==> config.mk <==
export PLATFORM = sky130hd
export DESIGN_NAME = nmea_sentence_framer_checker_top
export DESIGN_NICKNAME = d
export VERILOG_FILES = /design/src/hdl/nsfc_pkg.sv /design/src/hdl/nsfc_in_reg.sv /design/src/hdl/nsfc_core.sv /design/src/hdl/nsfc_out_reg.sv /design/src/hdl/nmea_sentence_framer_checker_top.sv
export VERILOG_INCLUDE_DIRS = /design/src /design/src/hdl
export SDC_FILE = /design/constraint.sdc
export NUM_CORES = 1
export LEC_CHECK = 0
export BUFFER_PORTS_ARGS = -buffer_cell sky130_fd_sc_hd__buf_2
export CAP_MARGIN = 30
export CORE_UTILIZATION = 50
export CTS_BUF_LIST = sky130_fd_sc_hd__clkbuf_8
export CTS_CLUSTER_SIZE = 8
export DETAILED_ROUTE_END_ITERATION = 16
export PLACE_DENSITY = 0.81
export RECOVER_POWER = 50
export SLEW_MARGIN = 30
export SYNTH_ARGS = -nofsm -noshare
export SYNTH_HDL_FRONTEND = slang
export SYNTH_SLANG_ARGS = --single-unit
==> constraint.sdc <==
create_clock -name clk -period 3.6 [get_ports clk]
set_input_delay 0.18 -clock clk [delete_from_list [all_inputs] [get_ports clk]]
set_output_delay 0.18 -clock clk [all_outputs]
set_load 0.01 [all_outputs]
==> src/hdl/assert_macros.svh <==
// Assertion macros used by the framer checker RTL.
`ifndef ASSERT_MACROS_SVH
`define ASSERT_MACROS_SVH

`ifndef SYNTHESIS
// Property must hold at every rising clock edge outside reset.
`define NSFC_ASSERT(lbl, clk, rstn, prop, msg) \
	lbl: assert property (@(posedge clk) disable iff (!rstn) prop) else $error(msg);
// Expression must never be true at a rising clock edge outside reset.
`define NSFC_NEVER(lbl, clk, rstn, expr, msg) \
	lbl: assert property (@(posedge clk) disable iff (!rstn) !(expr)) else $error(msg);
`else
`define NSFC_ASSERT(lbl, clk, rstn, prop, msg)
`define NSFC_NEVER(lbl, clk, rstn, expr, msg)
`endif

`endif

==> src/hdl/nsfc_pkg.sv <==
// Types and constants of the NMEA sentence framer checker.
package nsfc_pkg;

	// Framing phase of the receiver.
	typedef enum logic [2:0] {
		PH_IDLE,
		PH_BODY,
		PH_HEX1,
		PH_HEX2,
		PH_CR,
		PH_LF
	} phase_t;

	// How a sentence ended.
	typedef enum logic [2:0] {
		OUT_GOOD,
		OUT_MISMATCH,
		OUT_BAD_TAIL,
		OUT_CUT,
		OUT_TOO_LONG
	} outcome_t;

	// Sentence type codes.
	localparam logic [2:0] TYPE_UNKNOWN = 3'd0;

	// Framing characters.
	localparam logic [7:0] CH_DOLLAR = 8'h24;
	localparam logic [7:0] CH_STAR   = 8'h2A;
	localparam logic [7:0] CH_CR     = 8'h0D;
	localparam logic [7:0] CH_LF     = 8'h0A;

	localparam int NUM_HDR = 5;
	localparam int HDR_LEN = 5;

	// Candidate headers: GPGGA, GPGSA, GPGSV, GPRMC, GPVTG.
	localparam logic [7:0] HEADERS [NUM_HDR][HDR_LEN] = '{
		'{"G", "P", "G", "G", "A"},
		'{"G", "P", "G", "S", "A"},
		'{"G", "P", "G", "S", "V"},
		'{"G", "P", "R", "M", "C"},
		'{"G", "P", "V", "T", "G"}
	};

	// One result item; the first field sits in the highest bits when packed.
	typedef struct packed {
		logic [7:0] sentence_length;
		logic [7:0] computed_checksum;
		logic [7:0] received_checksum;
		outcome_t   outcome;
		logic [2:0] sentence_type;
	} result_t;

endpackage

==> src/hdl/nsfc_in_reg.sv <==
// Input register stage that holds one received byte until the core takes it.
module nsfc_in_reg import nsfc_pkg::*; (
	input  logic       clk,
	input  logic       arst_n,
	input  logic       s_tvalid,
	output logic       s_tready,
	input  logic [7:0] s_tdata,   // [7:0] rx_byte
	input  logic       advance,
	output logic       valid_s1,
	output logic [7:0] byte_s1
);

	logic accept;

	// The stage takes a new byte when empty or when its byte moves on.
	assign s_tready = !valid_s1 || advance;
	assign accept   = s_tvalid && s_tready;

	always_ff @(posedge clk or negedge arst_n) begin
		if (!arst_n) begin
			valid_s1 <= 1'b0;
		end else begin
			valid_s1 <= accept || (valid_s1 && !advance);
		end
	end

	// Payload needs no reset.
	always_ff @(posedge clk) begin
		if (accept) begin
			byte_s1 <= s_tdata;
		end
	end

endmodule

==> src/hdl/nsfc_core.sv <==
// Framing state, checksum and header matching for one byte per cycle while bytes are taken.
module nsfc_core import nsfc_pkg::*; #(
	parameter int unsigned MAX_SENTENCE = 128
) (
	input  logic       clk,
	input  logic       arst_n,
	input  logic       take,
	input  logic [7:0] rx_byte,
	output logic       res_valid,
	output result_t    res
);

	localparam logic [7:0] MAX_LEN = 8'(MAX_SENTENCE);

	phase_t             phase_q, phase_n;
	logic [7:0]         xor_q, xor_n;
	logic [7:0]         given_q, given_n;
	logic [NUM_HDR-1:0] match_q, match_n;
	logic [7:0]         count_q, count_n;
	logic               bad_q, bad_n;

	logic [2:0]         type_code;
	logic [2:0]         pos;
	logic [4:0]         nib;
	logic               tail_bad;

	// Hex digit to nibble, with a valid flag in the top bit.
	function automatic logic [4:0] hex_nibble(input logic [7:0] c);
		logic [4:0] r;
		r = 5'd0;
		if (c >= "0" && c <= "9") begin
			r = {1'b1, 4'(c - "0")};
		end else if (c >= "A" && c <= "F") begin
			r = {1'b1, 4'(c - "A" + 8'd10)};
		end else if (c >= "a" && c <= "f") begin
			r = {1'b1, 4'(c - "a" + 8'd10)};
		end
		return r;
	endfunction

	// Type from the first header still matching; none while the header is short.
	always_comb begin
		type_code = TYPE_UNKNOWN;
		if (!(phase_q == PH_BODY && count_q < 8'd6)) begin
			for (int i = NUM_HDR - 1; i >= 0; i--) begin
				if (match_q[i]) begin
					type_code = 3'(i + 1);
				end
			end
		end
	end

	assign pos = 3'(count_q - 8'd1);
	assign nib = hex_nibble(rx_byte);

	// Next state and result.
	always_comb begin
		phase_n   = phase_q;
		xor_n     = xor_q;
		given_n   = given_q;
		match_n   = match_q;
		count_n   = count_q;
		bad_n     = bad_q;
		tail_bad  = bad_q;
		res_valid = 1'b0;
		res.sentence_type     = type_code;
		res.outcome           = OUT_GOOD;
		res.received_checksum = given_q;
		res.computed_checksum = xor_q;
		res.sentence_length   = count_q;

		case (phase_q)
			PH_BODY, PH_HEX1, PH_HEX2, PH_CR, PH_LF: begin
				if (rx_byte == CH_DOLLAR) begin
					// A new sentence cuts the current one short.
					res_valid   = 1'b1;
					res.outcome = OUT_CUT;
					phase_n     = PH_BODY;
					xor_n       = 8'd0;
					given_n     = 8'd0;
					match_n     = '1;
					count_n     = 8'd1;
					bad_n       = 1'b0;
				end else if (count_q >= MAX_LEN) begin
					res_valid           = 1'b1;
					res.outcome         = OUT_TOO_LONG;
					res.sentence_length = MAX_LEN;
					phase_n             = PH_IDLE;
				end else begin
					count_n = count_q + 8'd1;
					case (phase_q)
						PH_BODY: begin
							if (rx_byte == CH_STAR) begin
								if (count_q < 8'd6) begin
									match_n = '0;
								end
								phase_n = PH_HEX1;
							end else begin
								xor_n = xor_q ^ rx_byte;
								if (count_q >= 8'd1 && count_q <= 8'(HDR_LEN)) begin
									for (int i = 0; i < NUM_HDR; i++) begin
										if (HEADERS[i][pos] != rx_byte) begin
											match_n[i] = 1'b0;
										end
									end
								end
							end
						end
						PH_HEX1: begin
							given_n = {nib[3:0], 4'd0};
							if (!nib[4]) begin
								bad_n = 1'b1;
							end
							phase_n = PH_HEX2;
						end
						PH_HEX2: begin
							given_n = {given_q[7:4], nib[3:0]};
							if (!nib[4]) begin
								bad_n = 1'b1;
							end
							phase_n = PH_CR;
						end
						PH_CR: begin
							if (rx_byte != CH_CR) begin
								bad_n = 1'b1;
							end
							phase_n = PH_LF;
						end
						default: begin
							// Last tail byte closes the sentence.
							tail_bad = bad_q || (rx_byte != CH_LF);
							res_valid           = 1'b1;
							res.sentence_length = count_n;
							if (tail_bad) begin
								res.outcome = OUT_BAD_TAIL;
							end else if (given_q != xor_q) begin
								res.outcome = OUT_MISMATCH;
							end else begin
								res.outcome = OUT_GOOD;
							end
							bad_n   = tail_bad;
							phase_n = PH_IDLE;
						end
					endcase
				end
			end
			default: begin
				// Outside a sentence only a dollar sign matters.
				if (rx_byte == CH_DOLLAR) begin
					phase_n = PH_BODY;
					xor_n   = 8'd0;
					given_n = 8'd0;
					match_n = '1;
					count_n = 8'd1;
					bad_n   = 1'b0;
				end else begin
					phase_n = PH_IDLE;
				end
			end
		endcase
	end

	// State registers advance only when a byte is taken.
	always_ff @(posedge clk or negedge arst_n) begin
		if (!arst_n) begin
			phase_q <= PH_IDLE;
			xor_q   <= 8'd0;
			given_q <= 8'd0;
			match_q <= '1;
			count_q <= 8'd0;
			bad_q   <= 1'b0;
		end else if (take) begin
			phase_q <= phase_n;
			xor_q   <= xor_n;
			given_q <= given_n;
			match_q <= match_n;
			count_q <= count_n;
			bad_q   <= bad_n;
		end
	end

endmodule

==> src/hdl/nsfc_out_reg.sv <==
// Output register that holds a finished result until it is transferred.
module nsfc_out_reg import nsfc_pkg::*; (
	input  logic    clk,
	input  logic    arst_n,
	input  logic    advance,
	input  logic    res_valid,
	input  result_t res,
	output logic    can_load,
	output logic    m_tvalid,
	input  logic    m_tready,
	output result_t res_q
);

	// The register may load when empty or when its result leaves now.
	assign can_load = !m_tvalid || m_tready;

	always_ff @(posedge clk or negedge arst_n) begin
		if (!arst_n) begin
			m_tvalid <= 1'b0;
		end else if (can_load) begin
			m_tvalid <= advance && res_valid;
		end
	end

	always_ff @(posedge clk) begin
		if (can_load && advance && res_valid) begin
			res_q <= res;
		end
	end

endmodule

==> src/hdl/nmea_sentence_framer_checker_top.sv <==
// A sentence's last byte passes the input register; its result loads the output register.
// One byte per cycle, set by the framing state update, while the output is not stalled.
// The input register takes a byte while a finished result waits in the output register.
// Reset (arst_n low, asynchronous) empties both registers and returns the framer to idle.
// After reset the block accepts bytes at once; no clearing pass is needed.
module nmea_sentence_framer_checker_top import nsfc_pkg::*; #(
	parameter int unsigned MAX_SENTENCE = 128
) (
	input  logic        clk,
	input  logic        arst_n,
	input  logic        s_tvalid,
	output logic        s_tready,
	input  logic [7:0]  s_tdata,   // [7:0] rx_byte
	output logic        m_tvalid,
	input  logic        m_tready,
	output logic [31:0] m_tdata    // [2:0] sentence_type, [5:3] outcome,
	                               // [13:6] received_checksum,
	                               // [21:14] computed_checksum,
	                               // [29:22] sentence_length, [31:30] zero
);

`include "assert_macros.svh"

	logic       valid_s1;
	logic [7:0] byte_s1;
	logic       can_load;
	logic       advance;
	logic       res_valid;
	result_t    res;
	result_t    res_q;

	// A held byte moves on whenever the output register can take its result.
	assign advance = valid_s1 && can_load;

	nsfc_in_reg u_in_reg (
		.clk      (clk),
		.arst_n   (arst_n),
		.s_tvalid (s_tvalid),
		.s_tready (s_tready),
		.s_tdata  (s_tdata),
		.advance  (advance),
		.valid_s1 (valid_s1),
		.byte_s1  (byte_s1)
	);

	nsfc_core #(
		.MAX_SENTENCE (MAX_SENTENCE)
	) u_core (
		.clk       (clk),
		.arst_n    (arst_n),
		.take      (advance),
		.rx_byte   (byte_s1),
		.res_valid (res_valid),
		.res       (res)
	);

	nsfc_out_reg u_out_reg (
		.clk       (clk),
		.arst_n    (arst_n),
		.advance   (advance),
		.res_valid (res_valid),
		.res       (res),
		.can_load  (can_load),
		.m_tvalid  (m_tvalid),
		.m_tready  (m_tready),
		.res_q     (res_q)
	);

	assign m_tdata = {2'b00, res_q};

	// A reported length never exceeds the sentence limit.
	`NSFC_NEVER(a_len_limit, clk, arst_n, m_tvalid && (res_q.sentence_length > 8'(MAX_SENTENCE)), "sentence length above limit")
	// A good sentence carries matching checksums.
	`NSFC_ASSERT(a_good_sum, clk, arst_n, (m_tvalid && res_q.outcome == OUT_GOOD) |-> (res_q.received_checksum == res_q.computed_checksum), "good outcome with checksum mismatch")
	// A known type needs a full header, so the sentence has at least six bytes.
	`NSFC_ASSERT(a_type_len, clk, arst_n, (m_tvalid && res_q.sentence_type != TYPE_UNKNOWN) |-> (res_q.sentence_length >= 8'd6), "known type on a short sentence")
	// A complete tail means at least dollar, star, two digits, CR and LF.
	`NSFC_ASSERT(a_tail_len, clk, arst_n, (m_tvalid && (res_q.outcome == OUT_GOOD || res_q.outcome == OUT_MISMATCH || res_q.outcome == OUT_BAD_TAIL)) |-> (res_q.sentence_length >= 8'd6), "tail outcome on too few bytes")

endmodule

==> flow_summary.html, run 1 <==
<table>
<tr><th>Metric</th><th>Value</th></tr>
<tr><th colspan="2">Status</th></tr>
<tr><td>Outcome</td><td>finished, violations left</td></tr>
<tr><td>Violations in the final reports</td><td>capacitance limit, slew limit</td></tr>
<tr><th colspan="2">STA</th></tr>
<tr><td>Highest attainable clock frequency</td><td>349.1 MHz</td></tr>
<tr><td>Worst relative slew slack</td><td>-0.2885</td></tr>
<tr><td>Final number of hold-violating endpoints</td><td>0</td></tr>
<tr><td>Final period util</td><td>0.7957</td></tr>
<tr><td>Max-slew violation total from the final report</td><td>36</td></tr>
<tr><td>Clock skew</td><td>0.01194 ns</td></tr>
<tr><td># setup viols final</td><td>0</td></tr>
<tr><td>Final critical delay including setup and external delays</td><td>2.865 ns</td></tr>
<tr><td>Transition time of the tightest slew-check pin</td><td>1.933 ns</td></tr>
<tr><td>Minimum setup slack in the final design</td><td>0.7355 ns</td></tr>
<tr><td>Unrepaired setup endpoints after global routing</td><td>false</td></tr>
<tr><td>Post-route worst hold slack</td><td>0.02495 ns</td></tr>
<tr><td>Sum of negative setup slack</td><td>0 ns</td></tr>
<tr><th colspan="2">Final layout</th></tr>
<tr><td>Total area of multi-input combinational cells</td><td>0.001760 mm^2</td></tr>
<tr><td>N_diodes</td><td>0</td></tr>
<tr><td>Area added between synthesis and finish</td><td>13.01%</td></tr>
<tr><td>Post-route cell area</td><td>0.004434 mm^2</td></tr>
<tr><td>Nets</td><td>460</td></tr>
<tr><td>Layout fillers</td><td>640</td></tr>
<tr><td>Final cell count without fillers</td><td>539</td></tr>
<tr><td>Share of layout cells above drive strength 1</td><td>0.1000</td></tr>
<tr><td>Reg area</td><td>0.002023 mm^2</td></tr>
<tr><th colspan="2">Placement</th></tr>
<tr><td>Count of input and output buffers</td><td>43</td></tr>
<tr><td>Placed Instance Area</td><td>0.004179 mm^2</td></tr>
<tr><td>Detailed-placement wirelength estimate</td><td>6017 um</td></tr>
<tr><td>Post-placement setup slack</td><td>0.7094 ns</td></tr>
<tr><td>Placed cell count</td><td>514</td></tr>
<tr><td>Final weighted congestion in routability-driven placement</td><td>1.039</td></tr>
<tr><th colspan="2">Synthesis</th></tr>
<tr><td>Post-synth EDFFs</td><td>38</td></tr>
<tr><td>Biggest area consumer among synthesized cells</td><td>sky130_fd_sc_hd__edfxtp_1</td></tr>
<tr><td>Number of distinct standard cells referenced by the synthesized netlist</td><td>59</td></tr>
<tr><td>Post-synth top area share</td><td>0.2908</td></tr>
<tr><td>Mean cell area of the mapped netlist</td><td>10.09 um^2</td></tr>
<tr><td>Synthesized area</td><td>0.003924 mm^2</td></tr>
<tr><td>Number of instances in the synthesized netlist</td><td>389</td></tr>
<tr><td>Share of the yosys chip area belonging to registers</td><td>0.5156</td></tr>
<tr><td>Top cells by area, synth</td><td>sky130_fd_sc_hd__edfxtp_1, sky130_fd_sc_hd__dfrtp_1, sky130_fd_sc_hd__o21ai_0</td></tr>
<tr><td>Commonest register cell after synthesis</td><td>sky130_fd_sc_hd__edfxtp_1</td></tr>
<tr><td>Yosys warning count</td><td>0</td></tr>
<tr><td>Proportion of synthesized flip-flops having asynchronous set or reset</td><td>0.4795</td></tr>
<tr><td>#FFs+latches synth</td><td>73</td></tr>
<tr><th colspan="2">Clock tree</th></tr>
<tr><td>Worst-path clk slew</td><td>0.08 ns</td></tr>
<tr><td>Latest clock arrival within the worst-skew pair</td><td>0.36 ns</td></tr>
<tr><td>H-tree depth reported by CTS</td><td>3</td></tr>
<tr><td>Sink count of the clock tree</td><td>73</td></tr>
<tr><td>Largest buffer count on any clock path</td><td>2</td></tr>
<tr><td>Inserted Clock Buffers</td><td>9</td></tr>
<tr><td>Clock Root Buffer</td><td>sky130_fd_sc_hd__clkbuf_8</td></tr>
<tr><td>Post-CTS setup repair buffer count</td><td>0</td></tr>
<tr><td>TritonCTS clock tree</td><td>built</td></tr>
<tr><th colspan="2">Setup path</th></tr>
<tr><td>Maximum fanout along the worst path</td><td>18</td></tr>
<tr><td>Signal arrival time at the worst endpoint</td><td>2.91 ns</td></tr>
<tr><td>Critical path class</td><td>reg -&gt; reg</td></tr>
<tr><td>Setup crit start kind</td><td>flip-flop</td></tr>
<tr><td>Depth of the worst register-to-register path</td><td>7</td></tr>
<tr><td>Endpoint kind of the worst setup timing path</td><td>flip-flop</td></tr>
<tr><td>Critical path data required time</td><td>3.64 ns</td></tr>
<tr><th colspan="2">Power</th></tr>
<tr><td>Total power divided by cell area</td><td>598.3 mW/mm^2</td></tr>
<tr><td>Combinational share of power</td><td>0.306</td></tr>
<tr><td>Internal power</td><td>1696 uW</td></tr>
<tr><td>Leak pwr</td><td>0.001796 uW</td></tr>
<tr><td>Switching Power</td><td>957.4 uW</td></tr>
<tr><td>Flop pwr share</td><td>0.448</td></tr>
<tr><td>Maximum vdd ir drop</td><td>0.0002754 V</td></tr>
<tr><td>Clock power frac</td><td>0.245</td></tr>
<tr><td>Switching fraction of total power</td><td>0.3609</td></tr>
<tr><th colspan="2">Floorplanning</th></tr>
<tr><td>Starting density of the core</td><td>0.5296</td></tr>
<tr><td>Die Span Y</td><td>90.59 um</td></tr>
<tr><td>Floorplan core area</td><td>0.007408 mm^2</td></tr>
<tr><td>Full die area</td><td>0.008206 mm^2</td></tr>
<tr><td>Die span in x</td><td>90.59 um</td></tr>
<tr><td>FP Rows</td><td>31</td></tr>
<tr><td>I/O pin count</td><td>46</td></tr>
<tr><th colspan="2">Run</th></tr>
<tr><td>Max-cap check violation count</td><td>1</td></tr>
<tr><th colspan="2">Drt</th></tr>
<tr><td>Detailed-route wire length per cell</td><td>15.36 um</td></tr>
<tr><td>Remaining antenna violation count after routing</td><td>0</td></tr>
<tr><td>Vias per inst</td><td>5.768</td></tr>
<tr><td>Count of vias placed by the detailed router</td><td>3109</td></tr>
<tr><td>DRC violations left</td><td>0</td></tr>
<tr><td>Number of optimization iterations in the first detailed-route pass</td><td>5</td></tr>
<tr><td>DRT Wirelength</td><td>8280 um</td></tr>
<tr><td>Starting DRC count in detailed routing</td><td>240</td></tr>
<tr><th colspan="2">Min path</th></tr>
<tr><td>Worst min-delay path category</td><td>in -&gt; reg</td></tr>
<tr><td>Hold Path Stages</td><td>2</td></tr>
<tr><th colspan="2">Global routing</th></tr>
<tr><td>Via count of the first global-routing pass</td><td>2818</td></tr>
<tr><td>Maximum number of pins on one net before global-route repair</td><td>36</td></tr>
<tr><td>Overflow left after global routing</td><td>0</td></tr>
<tr><td>Aggregate global-route resource usage</td><td>0.2126</td></tr>
<tr><td>Antenna violations before repair</td><td>0</td></tr>
<tr><td>Global-route wire length before repair</td><td>13680 um</td></tr>
</table>
-- power by group through the flow --
stage	logic, uW	clock network [uW]	registers (uW)
3_3_place_gp	782	0	1190
6_report	813	651	1190
3_5_place_dp	806	0	1200
5_1_grt	911	694	1210
2_1_floorplan	649	0	1150
4_1_cts	818	665	1180
-- synth_stat cells, types with 2 or more instances --
library cell and instances:
sky130_fd_sc_hd__and2_1 4, sky130_fd_sc_hd__nand3_1 8, sky130_fd_sc_hd__buf_6 3, sky130_fd_sc_hd__xor2_1 12, sky130_fd_sc_hd__nor2_1 41, sky130_fd_sc_hd__o211ai_1 2, sky130_fd_sc_hd__o21ai_1 7, sky130_fd_sc_hd__o21bai_1 2
sky130_fd_sc_hd__mux2i_1 5, sky130_fd_sc_hd__o31ai_1 7, sky130_fd_sc_hd__dfstp_2 5, sky130_fd_sc_hd__a32oi_1 2, sky130_fd_sc_hd__clkbuf_1 12, sky130_fd_sc_hd__inv_1 12, sky130_fd_sc_hd__nor3_1 9, sky130_fd_sc_hd__and3_1 6
sky130_fd_sc_hd__nand2b_1 6, sky130_fd_sc_hd__nand2_1 34, sky130_fd_sc_hd__a21oi_1 17, sky130_fd_sc_hd__or2_1 2, sky130_fd_sc_hd__nand4bb_1 2, sky130_fd_sc_hd__ha_1 13, sky130_fd_sc_hd__or3_1 4, sky130_fd_sc_hd__edfxtp_1 38
sky130_fd_sc_hd__buf_4 3, sky130_fd_sc_hd__nor2b_1 2, sky130_fd_sc_hd__a22o_1 7, sky130_fd_sc_hd__o21ai_0 44, sky130_fd_sc_hd__nor3b_1 4, sky130_fd_sc_hd__nor2_2 4, sky130_fd_sc_hd__dfrtp_1 30, sky130_fd_sc_hd__nor4_1 9
sky130_fd_sc_hd__xnor2_1 6, sky130_fd_sc_hd__a211oi_1 2
-- through the flow --
step / utilization / total power, uW
after floorplan: - / 1798
after global placement: 0.5641 / 1975
after detailed placement: 0.5641 / 2008
after CTS: 0.6038 / 2667
after global routing: 0.5985 / 2814
final: 0.5985 / 2653
-- flip-flops by register name, summed over array words and instances (netlist names) --
| signal | count |
|---|---|
| u_out_reg.m_tvalid | 1 |
| u_core.phase_q | 3 |
| u_core.xor_q | 8 |
| u_core.match_q | 5 |
| u_in_reg.byte_s1 | 8 |
| u_core.bad_q | 1 |
| u_out_reg.res_q | 30 |
| u_in_reg.valid_s1 | 1 |
| u_core.count_q | 8 |
| u_core.given_q | 8 |
-- cells by family (layout without fill, tap and decap cells) --
kind of cell               count (synthesis)  in the layout  synth area share
muxes                                      6              6           0.01563
AOI/OAI and AO/OA                        101            101            0.1582
buffers and inverters                     32             82           0.03954
xor gates and xnor gates                  18             18           0.04018
adders and majority gates                 13             13           0.04146
other                                      1              2         0.0009557
and+or+nand+nor                          145            145            0.1885
DFF                                       73             73            0.5156
-- worst max-delay path: stages (launching register included) --
cell and delay (ns):
sky130_fd_sc_hd__edfxtp_1 0.56, sky130_fd_sc_hd__inv_1 0.23, sky130_fd_sc_hd__ha_1 0.19, sky130_fd_sc_hd__nand4bb_1 0.15, sky130_fd_sc_hd__nor2_2 0.35, sky130_fd_sc_hd__nor3b_1 0.15
sky130_fd_sc_hd__nor3_4 0.55, sky130_fd_sc_hd__buf_4 0.36
-- layout by cell type, fill, tap and decap left out, drive strengths merged, types with 2 or more instances in the layout --
cell type,synthesis,final
dfrtp,30,30
a22o,8,8
xor2,12,12
xnor2,6,6
nor2,45,45
edfxtp,38,38
and3,6,6
nor2b,2,2
a211oi,2,2
nand2b,6,6
and2,5,5
clkbuf,12,41
nand4bb,2,2
or4,2,2
nor3,9,9
mux2i,5,5
o21bai,2,2
o21ai,51,51
clkinv,1,3
nand2,34,34
buf,7,13
a21oi,17,17
o211ai,2,2
or3b,2,2
dfstp,5,5
nand3,8,8
nor3b,4,4
dlygate4sd3,0,9
conb,1,2
or2,2,2
clkinvlp,0,2
or3,4,4
inv,12,13
nor4,9,9
o31ai,7,7
ha,13,13
a32oi,2,2
-- path summary, 6_finish.rpt --
| check | from | end | slack, ns |
|---|---|---|---|
| min in group asynchronous | arst_n | u_core.xor_q[0] | 0.90 |
| max reg2reg | u_in_reg.byte_s1[1] | u_out_reg.res_q[21] | 0.74 |
| min reg2reg | u_core.given_q[1] | u_out_reg.res_q[7] | 0.50 |
| min | s_tvalid | u_in_reg.valid_s1 | 0.02 |
| max | u_in_reg.byte_s1[1] | u_out_reg.res_q[21] | 0.74 |
| max in group asynchronous | arst_n | u_core.count_q[0] | 1.58 |
-- layout make-up --
type                            instances  share of cell area
Clock inverter                          6             0.01495
Timing Repair Buffer                   53             0.06179
Tap cell                               99             0.02793
Sequential cell                        73              0.4563
Multi-Input combinational cell        285              0.3970
Inverter                               13             0.01100
Clock buffer                           10             0.03104
-- what timing repair did --
item	4_1_cts	5_1_grt
hold endpoints to repair	38	0
endpoints found under the setup margin	0	0
gates resized for setup	0	0
hold buffers	9	0
-- metal layers --
metal | vias up | wire [um] | global-route usage
met5 | - | 0 | 0
met4 | 0 | 124 | 0.07527
met3 | 11 | 540 | 0.04377
met2 | 126 | 3998 | 0.3384
met1 | 1475 | 3616 | 0.2882
li1 | 1497 | - | -
No activity file was read; power rests on OpenSTA's default activity.
==> run 2: changes to the inputs <==
ABC_AREA = 1   (was default)
PLACE_DENSITY = 0.8   (was 0.81)
clock period = 2.5 ns   (was 3.6 ns; I/O delays follow)
==> run 2 against run 1 <==
  * The flow still finishes with violations (capacitance limit, slew limit)
  * Critical path depth grew 3
  * Sequential power rose by 8%
  * Non-clock buffer count grew 10
  * Die area is 6.5% higher
  * Maximum frequency grew 24%
  * Cell count is 22% higher
  * Via count up 14%
  * Clock-buffer cell count decreased by 1
  * Critical endpoint is now u_out_reg.res_q[23]
  * Largest power group unchanged
==> flow_summary.html, run 2 <==
<table>
<tr><th>Metric</th><th>Value</th></tr>
<tr><th colspan="2">STA</th></tr>
<tr><td>Unrepaired setup endpoints after global routing</td><td>false</td></tr>
<tr><td>Clock skew</td><td>0.01268 ns</td></tr>
<tr><td>Transition time of the tightest slew-check pin</td><td>1.935 ns</td></tr>
<tr><td>Final number of hold-violating endpoints</td><td>0</td></tr>
<tr><td>Final period util</td><td>0.9239</td></tr>
<tr><td>Final critical delay including setup and external delays</td><td>2.310 ns</td></tr>
<tr><td># setup viols final</td><td>0</td></tr>
<tr><td>Highest attainable clock frequency</td><td>432.9 MHz</td></tr>
<tr><td>Max-slew violation total from the final report</td><td>36</td></tr>
<tr><td>Minimum setup slack in the final design</td><td>0.1902 ns</td></tr>
<tr><td>Sum of negative setup slack</td><td>0 ns</td></tr>
<tr><td>Worst relative slew slack</td><td>-0.2899</td></tr>
<tr><th colspan="2">Drt</th></tr>
<tr><td>Vias per inst</td><td>5.385</td></tr>
<tr><td>DRT Wirelength</td><td>9285 um</td></tr>
<tr><td>Starting DRC count in detailed routing</td><td>221</td></tr>
<tr><td>Count of vias placed by the detailed router</td><td>3554</td></tr>
<tr><td>Remaining antenna violation count after routing</td><td>0</td></tr>
<tr><td>Detailed-route wire length per cell</td><td>14.07 um</td></tr>
<tr><td>Number of optimization iterations in the first detailed-route pass</td><td>6</td></tr>
<tr><td>DRC violations left</td><td>0</td></tr>
<tr><th colspan="2">Global routing</th></tr>
<tr><td>GR Util met2</td><td>0.3824</td></tr>
<tr><td>Aggregate global-route resource usage</td><td>0.2284</td></tr>
<tr><td>Maximum number of pins on one net before global-route repair</td><td>36</td></tr>
<tr><td>Via count of the first global-routing pass</td><td>3328</td></tr>
<tr><td>GRT Max-Usage Layer</td><td>met2</td></tr>
<tr><td>Antenna violations before repair</td><td>0</td></tr>
<tr><td>Overflow left after global routing</td><td>0</td></tr>
<tr><td>Met1 usage in global routing</td><td>0.2878</td></tr>
<tr><td>Global routing met3 resource utilization</td><td>0.04309</td></tr>
<tr><td>Global-route wire length before repair</td><td>15320 um</td></tr>
<tr><th colspan="2">Final layout</th></tr>
<tr><td>N_diodes</td><td>0</td></tr>
<tr><td>Reg area</td><td>0.002023 mm^2</td></tr>
<tr><td>Commonest non-fill, non-tap cell in the layout</td><td>sky130_fd_sc_hd__nand2_1</td></tr>
<tr><td>Nets</td><td>578</td></tr>
<tr><td>Total area of multi-input combinational cells</td><td>0.001839 mm^2</td></tr>
<tr><td>Largest register FFs</td><td>30</td></tr>
<tr><td>Highest-count cells in the layout ignoring fill and taps</td><td>sky130_fd_sc_hd__nand2_1, sky130_fd_sc_hd__inv_1, sky130_fd_sc_hd__nand3_1, sky130_fd_sc_hd__nor2_1, sky130_fd_sc_hd__edfxtp_1</td></tr>
<tr><td>Register name with the most flops</td><td>u_out_reg.res_q</td></tr>
<tr><td>Area added between synthesis and finish</td><td>14.15%</td></tr>
<tr><td>Layout fillers</td><td>702</td></tr>
<tr><td>Share of layout cells above drive strength 1</td><td>0.1290</td></tr>
<tr><td>Post-route cell area</td><td>0.004775 mm^2</td></tr>
<tr><th colspan="2">Status</th></tr>
<tr><td>Outcome</td><td>finished, violations left</td></tr>
<tr><td>Violations in the final reports</td><td>capacitance limit, slew limit</td></tr>
<tr><th colspan="2">Synthesis</th></tr>
<tr><td>Share of the yosys chip area belonging to registers</td><td>0.4837</td></tr>
<tr><td>Commonest register cell after synthesis</td><td>sky130_fd_sc_hd__edfxtp_1</td></tr>
<tr><td>Top cells by area, synth</td><td>sky130_fd_sc_hd__edfxtp_1, sky130_fd_sc_hd__dfrtp_1, sky130_fd_sc_hd__nand2_1</td></tr>
<tr><td>Number of instances in the synthesized netlist</td><td>491</td></tr>
<tr><td>Share of synthesized cell area in and, or, nand and nor gates</td><td>0.2713</td></tr>
<tr><td>Most common cell in the synthesized netlist</td><td>sky130_fd_sc_hd__nand2_1</td></tr>
<tr><td>Fraction of synthesized cell area in xor and xnor cells</td><td>0.04188</td></tr>
<tr><td>Fraction of the mapped netlist area in adder cells</td><td>0.03889</td></tr>
<tr><td>Post-synthesis compound-gate area fraction</td><td>0.08525</td></tr>
<tr><td>Combinational family with the most area after synthesis</td><td>simple AND/OR/NAND/NOR gates</td></tr>
<tr><td>Top cells by count, synth</td><td>sky130_fd_sc_hd__nand2_1, sky130_fd_sc_hd__inv_1, sky130_fd_sc_hd__nand3_1</td></tr>
<tr><td>Proportion of synthesized flip-flops having asynchronous set or reset</td><td>0.4795</td></tr>
<tr><td>Post-synth top area share</td><td>0.2728</td></tr>
<tr><td>Multiplexer fraction of the synthesized cell area</td><td>0</td></tr>
<tr><td>Mean cell area of the mapped netlist</td><td>8.519 um^2</td></tr>
<tr><td>Number of distinct standard cells referenced by the synthesized netlist</td><td>35</td></tr>
<tr><td>Post-synth EDFFs</td><td>38</td></tr>
<tr><td>Synthesized area</td><td>0.004183 mm^2</td></tr>
<tr><td>Biggest area consumer among synthesized cells</td><td>sky130_fd_sc_hd__edfxtp_1</td></tr>
<tr><td>#FFs+latches synth</td><td>73</td></tr>
<tr><td>Yosys warning count</td><td>0</td></tr>
<tr><th colspan="2">Placement</th></tr>
<tr><td>Placed Instance Area</td><td>0.004506 mm^2</td></tr>
<tr><td>Count of input and output buffers</td><td>43</td></tr>
<tr><td>Detailed-placement wirelength estimate</td><td>6721 um</td></tr>
<tr><td>Post-placement setup slack</td><td>0.2629 ns</td></tr>
<tr><td>Final weighted congestion in routability-driven placement</td><td>0.9621</td></tr>
<tr><th colspan="2">Power</th></tr>
<tr><td>Leak pwr</td><td>0.002180 uW</td></tr>
<tr><td>Total power</td><td>2382 uW</td></tr>
<tr><td>Maximum vdd ir drop</td><td>0.0002984 V</td></tr>
<tr><td>Total power divided by cell area</td><td>498.9 mW/mm^2</td></tr>
<tr><th colspan="2">Run</th></tr>
<tr><td>Max-cap check violation count</td><td>1</td></tr>
<tr><th colspan="2">Clock tree</th></tr>
<tr><td>Post-CTS setup repair buffer count</td><td>0</td></tr>
<tr><td>Total of hold buffers inserted after clock tree synthesis</td><td>11</td></tr>
<tr><td>Latest clock arrival within the worst-skew pair</td><td>0.36 ns</td></tr>
<tr><td>Sink count of the clock tree</td><td>73</td></tr>
<tr><td>Largest buffer count on any clock path</td><td>2</td></tr>
<tr><td>Clock Root Buffer</td><td>sky130_fd_sc_hd__clkbuf_8</td></tr>
<tr><td>Worst-path clk slew</td><td>0.09 ns</td></tr>
<tr><td>Inserted Clock Buffers</td><td>9</td></tr>
<tr><td>TritonCTS clock tree</td><td>built</td></tr>
<tr><td>Post-CTS sizing</td><td>0</td></tr>
<tr><td>H-tree depth reported by CTS</td><td>3</td></tr>
<tr><th colspan="2">Setup path</th></tr>
<tr><td>Critical path class</td><td>reg -&gt; reg</td></tr>
<tr><td>Critical path data required time</td><td>2.59 ns</td></tr>
<tr><td>Signal arrival time at the worst endpoint</td><td>2.40 ns</td></tr>
<tr><td>Setup crit start kind</td><td>flip-flop</td></tr>
<tr><td>Endpoint kind of the worst setup timing path</td><td>flip-flop</td></tr>
<tr><td>Maximum fanout along the worst path</td><td>17</td></tr>
<tr><th colspan="2">Floorplanning</th></tr>
<tr><td>FP Rows</td><td>32</td></tr>
<tr><td>Starting density of the core</td><td>0.5276</td></tr>
<tr><td>Full die area</td><td>0.008736 mm^2</td></tr>
<tr><td>Die Span Y</td><td>93.47 um</td></tr>
<tr><td>Die span in x</td><td>93.47 um</td></tr>
<tr><td>Floorplan core area</td><td>0.007928 mm^2</td></tr>
<tr><td>I/O pin count</td><td>46</td></tr>
<tr><th colspan="2">Min path</th></tr>
<tr><td>Worst min-delay path category</td><td>in -&gt; reg</td></tr>
</table>
==> run 2: cell families after synthesis <==
logic type,count (synthesis)
AND/OR/NAND/NOR,251
XOR/XNOR,20
AO/OA/AOI/OAI,60
other,1
flip-flops,73
buffers and inverters,73
adder cells (fa/ha/maj),13
==> run 2: layout make-up <==
cell class	instances	area share
Timing Repair Buffer	63	0.07364
Clock buffer	9	0.02594
Inverter	60	0.04874
Sequential cell	73	0.4237
Clock inverter	7	0.01599
Multi-Input combinational cell	346	0.3852
Tap cell	102	0.02673
==> run 2: worst paths after layout <==
kind	to	cells after the start	start	slack, ns
min in group asynchronous	u_core.count_q[5]	2	arst_n	0.84
worst max register to register	u_out_reg.res_q[23]	10	u_in_reg.byte_s1[1]	0.19
worst min-delay path	u_in_reg.byte_s1[3]	2	s_tdata[3]	0.48
max in group asynchronous	u_core.count_q[2]	2	arst_n	0.54
worst min register to register	u_out_reg.res_q[8]	0	u_core.given_q[2]	0.51
worst max-delay path	u_out_reg.res_q[23]	10	u_in_reg.byte_s1[1]	0.19
==> run 2: critical path, stage by stage (launching register included) <==
cell and delay (ns):
sky130_fd_sc_hd__edfxtp_1 0.50, sky130_fd_sc_hd__inv_1 0.19, sky130_fd_sc_hd__ha_1 0.23, sky130_fd_sc_hd__inv_1 0.10
sky130_fd_sc_hd__nor2_4 0.05, sky130_fd_sc_hd__nand2_4 0.18, sky130_fd_sc_hd__nand2_1 0.15, sky130_fd_sc_hd__nor2_1 0.31
sky130_fd_sc_hd__inv_1 0.16, sky130_fd_sc_hd__o21ai_0 0.10, sky130_fd_sc_hd__a21oi_1 0.06
==> run 2: where the power goes <==
part	leakage (uW)	switching (uW)	total, uW	internal [uW]
combinational	0.00127	92.1	144	51.7
clock	0.0000966	480	950	469
sequential	0.000818	18.1	1290	1270
total	0.00218	591	2380	1790
==> run 2: per-stage QoR <==
stage	hold slack (ns)	util	std cells
detailed placement	0.2619	0.5683	633
finish	0.4753	0.6023	660
floorplan	-0.1706	-	492
global placement	0.2590	0.5683	633
global route	0.4654	0.6023	660
CTS	0.4114	0.6075	660
==> run 2: per-layer routing <==
metal | share of wire | wire length [um] | vias up
li1 | - | - | 1716
met1 | 0.42 | 3925 | 1652
met2 | 0.49 | 4511 | 162
met3 | 0.065 | 603 | 24
met4 | 0.026 | 245 | 0
met5 | 0 | 0 | -
==> run 3: changes to the inputs <==
CORE_MARGIN = 2   (was default)
MAX_ROUTING_LAYER = met4   (was default)
==> run 3 against run 2 <==
  * The flow still finishes with violations (capacitance limit, slew limit)
  * Setup slack improved by 0.047 ns
  * Power decreased by 6.4%
  * Clock skew increased by 0.0017 ns
  * Largest cell class unchanged
  * Clock-buffer cell count unchanged
  * Via count decreased by 2.6%
  * Final area decreased by 0.52%
==> flow_summary.html, run 3 (synthesis gave the netlist of run 2 again) <==
<table>
<tr><th>Metric</th><th>Value</th></tr>
<tr><th colspan="2">Status</th></tr>
<tr><td>Outcome</td><td>finished, violations left</td></tr>
<tr><td>Violations in the final reports</td><td>capacitance limit, slew limit</td></tr>
<tr><th colspan="2">Global routing</th></tr>
<tr><td>Overflow left after global routing</td><td>0</td></tr>
<tr><td>Via count of the first global-routing pass</td><td>3239</td></tr>
<tr><td>Antenna violations before repair</td><td>0</td></tr>
<tr><td>Global-route wire length before repair</td><td>15320 um</td></tr>
<tr><td>Aggregate global-route resource usage</td><td>0.2293</td></tr>
<tr><td>Maximum number of pins on one net before global-route repair</td><td>36</td></tr>
<tr><th colspan="2">Clock tree</th></tr>
<tr><td>Inserted Clock Buffers</td><td>9</td></tr>
<tr><td>Sink count of the clock tree</td><td>73</td></tr>
<tr><td>H-tree depth reported by CTS</td><td>3</td></tr>
<tr><td>Clock Root Buffer</td><td>sky130_fd_sc_hd__clkbuf_8</td></tr>
<tr><td>Latest clock arrival within the worst-skew pair</td><td>0.36 ns</td></tr>
<tr><td>TritonCTS clock tree</td><td>built</td></tr>
<tr><td>Largest buffer count on any clock path</td><td>2</td></tr>
<tr><td>Worst-path clk slew</td><td>0.08 ns</td></tr>
<tr><th colspan="2">Setup path</th></tr>
<tr><td>Slowest library cell on the worst path</td><td>sky130_fd_sc_hd__edfxtp_1</td></tr>
<tr><td>Critical path class</td><td>reg -&gt; reg</td></tr>
<tr><td>Largest delay contributor family on the critical path</td><td>simple AND/OR/NAND/NOR gates</td></tr>
<tr><td>Signal arrival time at the worst endpoint</td><td>2.43 ns</td></tr>
<tr><td>Max stage delay on crit path</td><td>0.51 ns</td></tr>
<tr><td>Critical path origin</td><td>u_in_reg.byte_s1[1]</td></tr>
<tr><td>Critical path data required time</td><td>2.67 ns</td></tr>
<tr><td>Endpoint kind of the worst setup timing path</td><td>flip-flop</td></tr>
<tr><td>Worst Path Buf+Inv</td><td>3</td></tr>
<tr><td>Cells traversed along the worst timing path</td><td>inv_1 -&gt; ha_1 -&gt; inv_1 -&gt; nor2_4 -&gt; nand2_4 -&gt; nand2_1 -&gt; nor2_1 -&gt; buf_4 -&gt; nor2_1 -&gt; a211oi_1</td></tr>
<tr><td>Setup crit start kind</td><td>flip-flop</td></tr>
<tr><td>Maximum fanout along the worst path</td><td>17</td></tr>
<tr><td>Beginning of the worst register-to-register path</td><td>u_in_reg.byte_s1[1]</td></tr>
<tr><th colspan="2">Run</th></tr>
<tr><td>Max-cap check violation count</td><td>1</td></tr>
<tr><th colspan="2">Floorplanning</th></tr>
<tr><td>I/O pin count</td><td>46</td></tr>
<tr><td>Starting density of the core</td><td>0.5116</td></tr>
<tr><td>Die span in x</td><td>95.47 um</td></tr>
<tr><td>Floorplan core area</td><td>0.008175 mm^2</td></tr>
<tr><td>Die Span Y</td><td>95.47 um</td></tr>
<tr><td>FP Rows</td><td>33</td></tr>
<tr><td>Full die area</td><td>0.009114 mm^2</td></tr>
<tr><th colspan="2">STA</th></tr>
<tr><td>Final period util</td><td>0.9051</td></tr>
<tr><td>Max-slew violation total from the final report</td><td>36</td></tr>
<tr><td>Final number of hold-violating endpoints</td><td>0</td></tr>
<tr><td># setup viols final</td><td>0</td></tr>
<tr><td>Transition time of the tightest slew-check pin</td><td>1.937 ns</td></tr>
<tr><td>Worst relative slew slack</td><td>-0.2915</td></tr>
<tr><td>Sum of negative setup slack</td><td>0 ns</td></tr>
<tr><td>Unrepaired setup endpoints after global routing</td><td>false</td></tr>
<tr><td>Final critical delay including setup and external delays</td><td>2.263 ns</td></tr>
<tr><td>Post-route worst hold slack</td><td>0.4711 ns</td></tr>
<tr><td>Highest attainable clock frequency</td><td>441.9 MHz</td></tr>
<tr><td>Clock skew</td><td>0.01441 ns</td></tr>
<tr><th colspan="2">Final layout</th></tr>
<tr><td>Nets</td><td>579</td></tr>
<tr><td>Share of layout cells above drive strength 1</td><td>0.1270</td></tr>
<tr><td>Largest register FFs</td><td>30</td></tr>
<tr><td>Area added between synthesis and finish</td><td>13.55%</td></tr>
<tr><td>N_diodes</td><td>0</td></tr>
<tr><td>Final cell count without fillers</td><td>664</td></tr>
<tr><td>Register name with the most flops</td><td>u_out_reg.res_q</td></tr>
<tr><td>Highest-count cells in the layout ignoring fill and taps</td><td>sky130_fd_sc_hd__nand2_1, sky130_fd_sc_hd__inv_1, sky130_fd_sc_hd__nand3_1, sky130_fd_sc_hd__nor2_1, sky130_fd_sc_hd__edfxtp_1</td></tr>
<tr><td>Fraction of the core area covered by cells at the end of the flow</td><td>0.5810</td></tr>
<tr><td>Layout fillers</td><td>754</td></tr>
<tr><td>Commonest non-fill, non-tap cell in the layout</td><td>sky130_fd_sc_hd__nand2_1</td></tr>
<tr><th colspan="2">Drt</th></tr>
<tr><td>Count of vias placed by the detailed router</td><td>3463</td></tr>
<tr><td>Vias per inst</td><td>5.215</td></tr>
<tr><td>DRC violations left</td><td>0</td></tr>
<tr><td>Remaining antenna violation count after routing</td><td>0</td></tr>
<tr><td>DRT Wirelength</td><td>9271 um</td></tr>
<tr><td>Number of optimization iterations in the first detailed-route pass</td><td>5</td></tr>
<tr><td>Starting DRC count in detailed routing</td><td>173</td></tr>
<tr><td>Detailed-route wire length per cell</td><td>13.96 um</td></tr>
<tr><th colspan="2">Placement</th></tr>
<tr><td>Count of input and output buffers</td><td>43</td></tr>
<tr><td>Final weighted congestion in routability-driven placement</td><td>0.9360</td></tr>
<tr><td>Placed cell count</td><td>637</td></tr>
<tr><td>Detailed-placement wirelength estimate</td><td>6693 um</td></tr>
<tr><th colspan="2">Power</th></tr>
<tr><td>Leak pwr</td><td>0.002174 uW</td></tr>
<tr><td>Total power divided by cell area</td><td>469.3 mW/mm^2</td></tr>
<tr><td>Total power</td><td>2229 uW</td></tr>
<tr><td>Maximum vdd ir drop</td><td>0.0002061 V</td></tr>
<tr><th colspan="2">Min path</th></tr>
<tr><td>Worst min-delay path category</td><td>in -&gt; reg</td></tr>
<tr><td>Worst min-delay path startpoint</td><td>s_tdata[3]</td></tr>
</table>
## run 3: path summary, 6_finish.rpt
check / slack [ns] / end / depth (start not counted)
max in group asynchronous: 0.53 / u_core.xor_q[1] / 2
max: 0.24 / u_out_reg.res_q[24] / 10
min in group asynchronous: 0.84 / u_core.count_q[3] / 2
min reg2reg: 0.50 / u_out_reg.res_q[6] / 0
min: 0.47 / u_in_reg.byte_s1[3] / 2
max reg2reg: 0.24 / u_out_reg.res_q[24] / 10
## run 3: report_power, final
group          switching [uW]  internal [uW]
clock network             449            349
registers                19.0           1270
logic                    90.6           50.2
total                     559           1670
## run 3: final cells by class
cell class	count	area [um^2]	area share
clock buffer	9	123.9	0.02608
clock inverter	7	38.79	0.008166
inverter	60	232.7	0.04900
multi-input combinational	346	1842	0.3878
sequential	73	2023	0.4260
tap	105	131.4	0.02766
timing repair buffer	64	357.8	0.07534
## run 3: through the flow
stage,worst slack (ns),area [um^2]
6_report,0.2373,4750
5_1_grt,0.06674,4750
4_1_cts,0.1853,4790
3_3_place_gp,0.2971,4517
2_1_floorplan,0.0009899,4189
3_5_place_dp,0.2047,4517
## run 3: repair_timing
action,CTS,global route
buffers inserted,0,0
hold endpoints to repair,40,0
endpoints found under the setup margin,0,5
hold buffers,11,0
resized for setup,0,1
## run 3: layer usage
| metal | track usage | wire (um) |
|---|---|---|
| met5 | - | 0 |
| met4 | 0.07381 | 165 |
| met3 | 0.04348 | 484 |
| met2 | 0.3744 | 4578 |
| met1 | 0.2896 | 4042 |
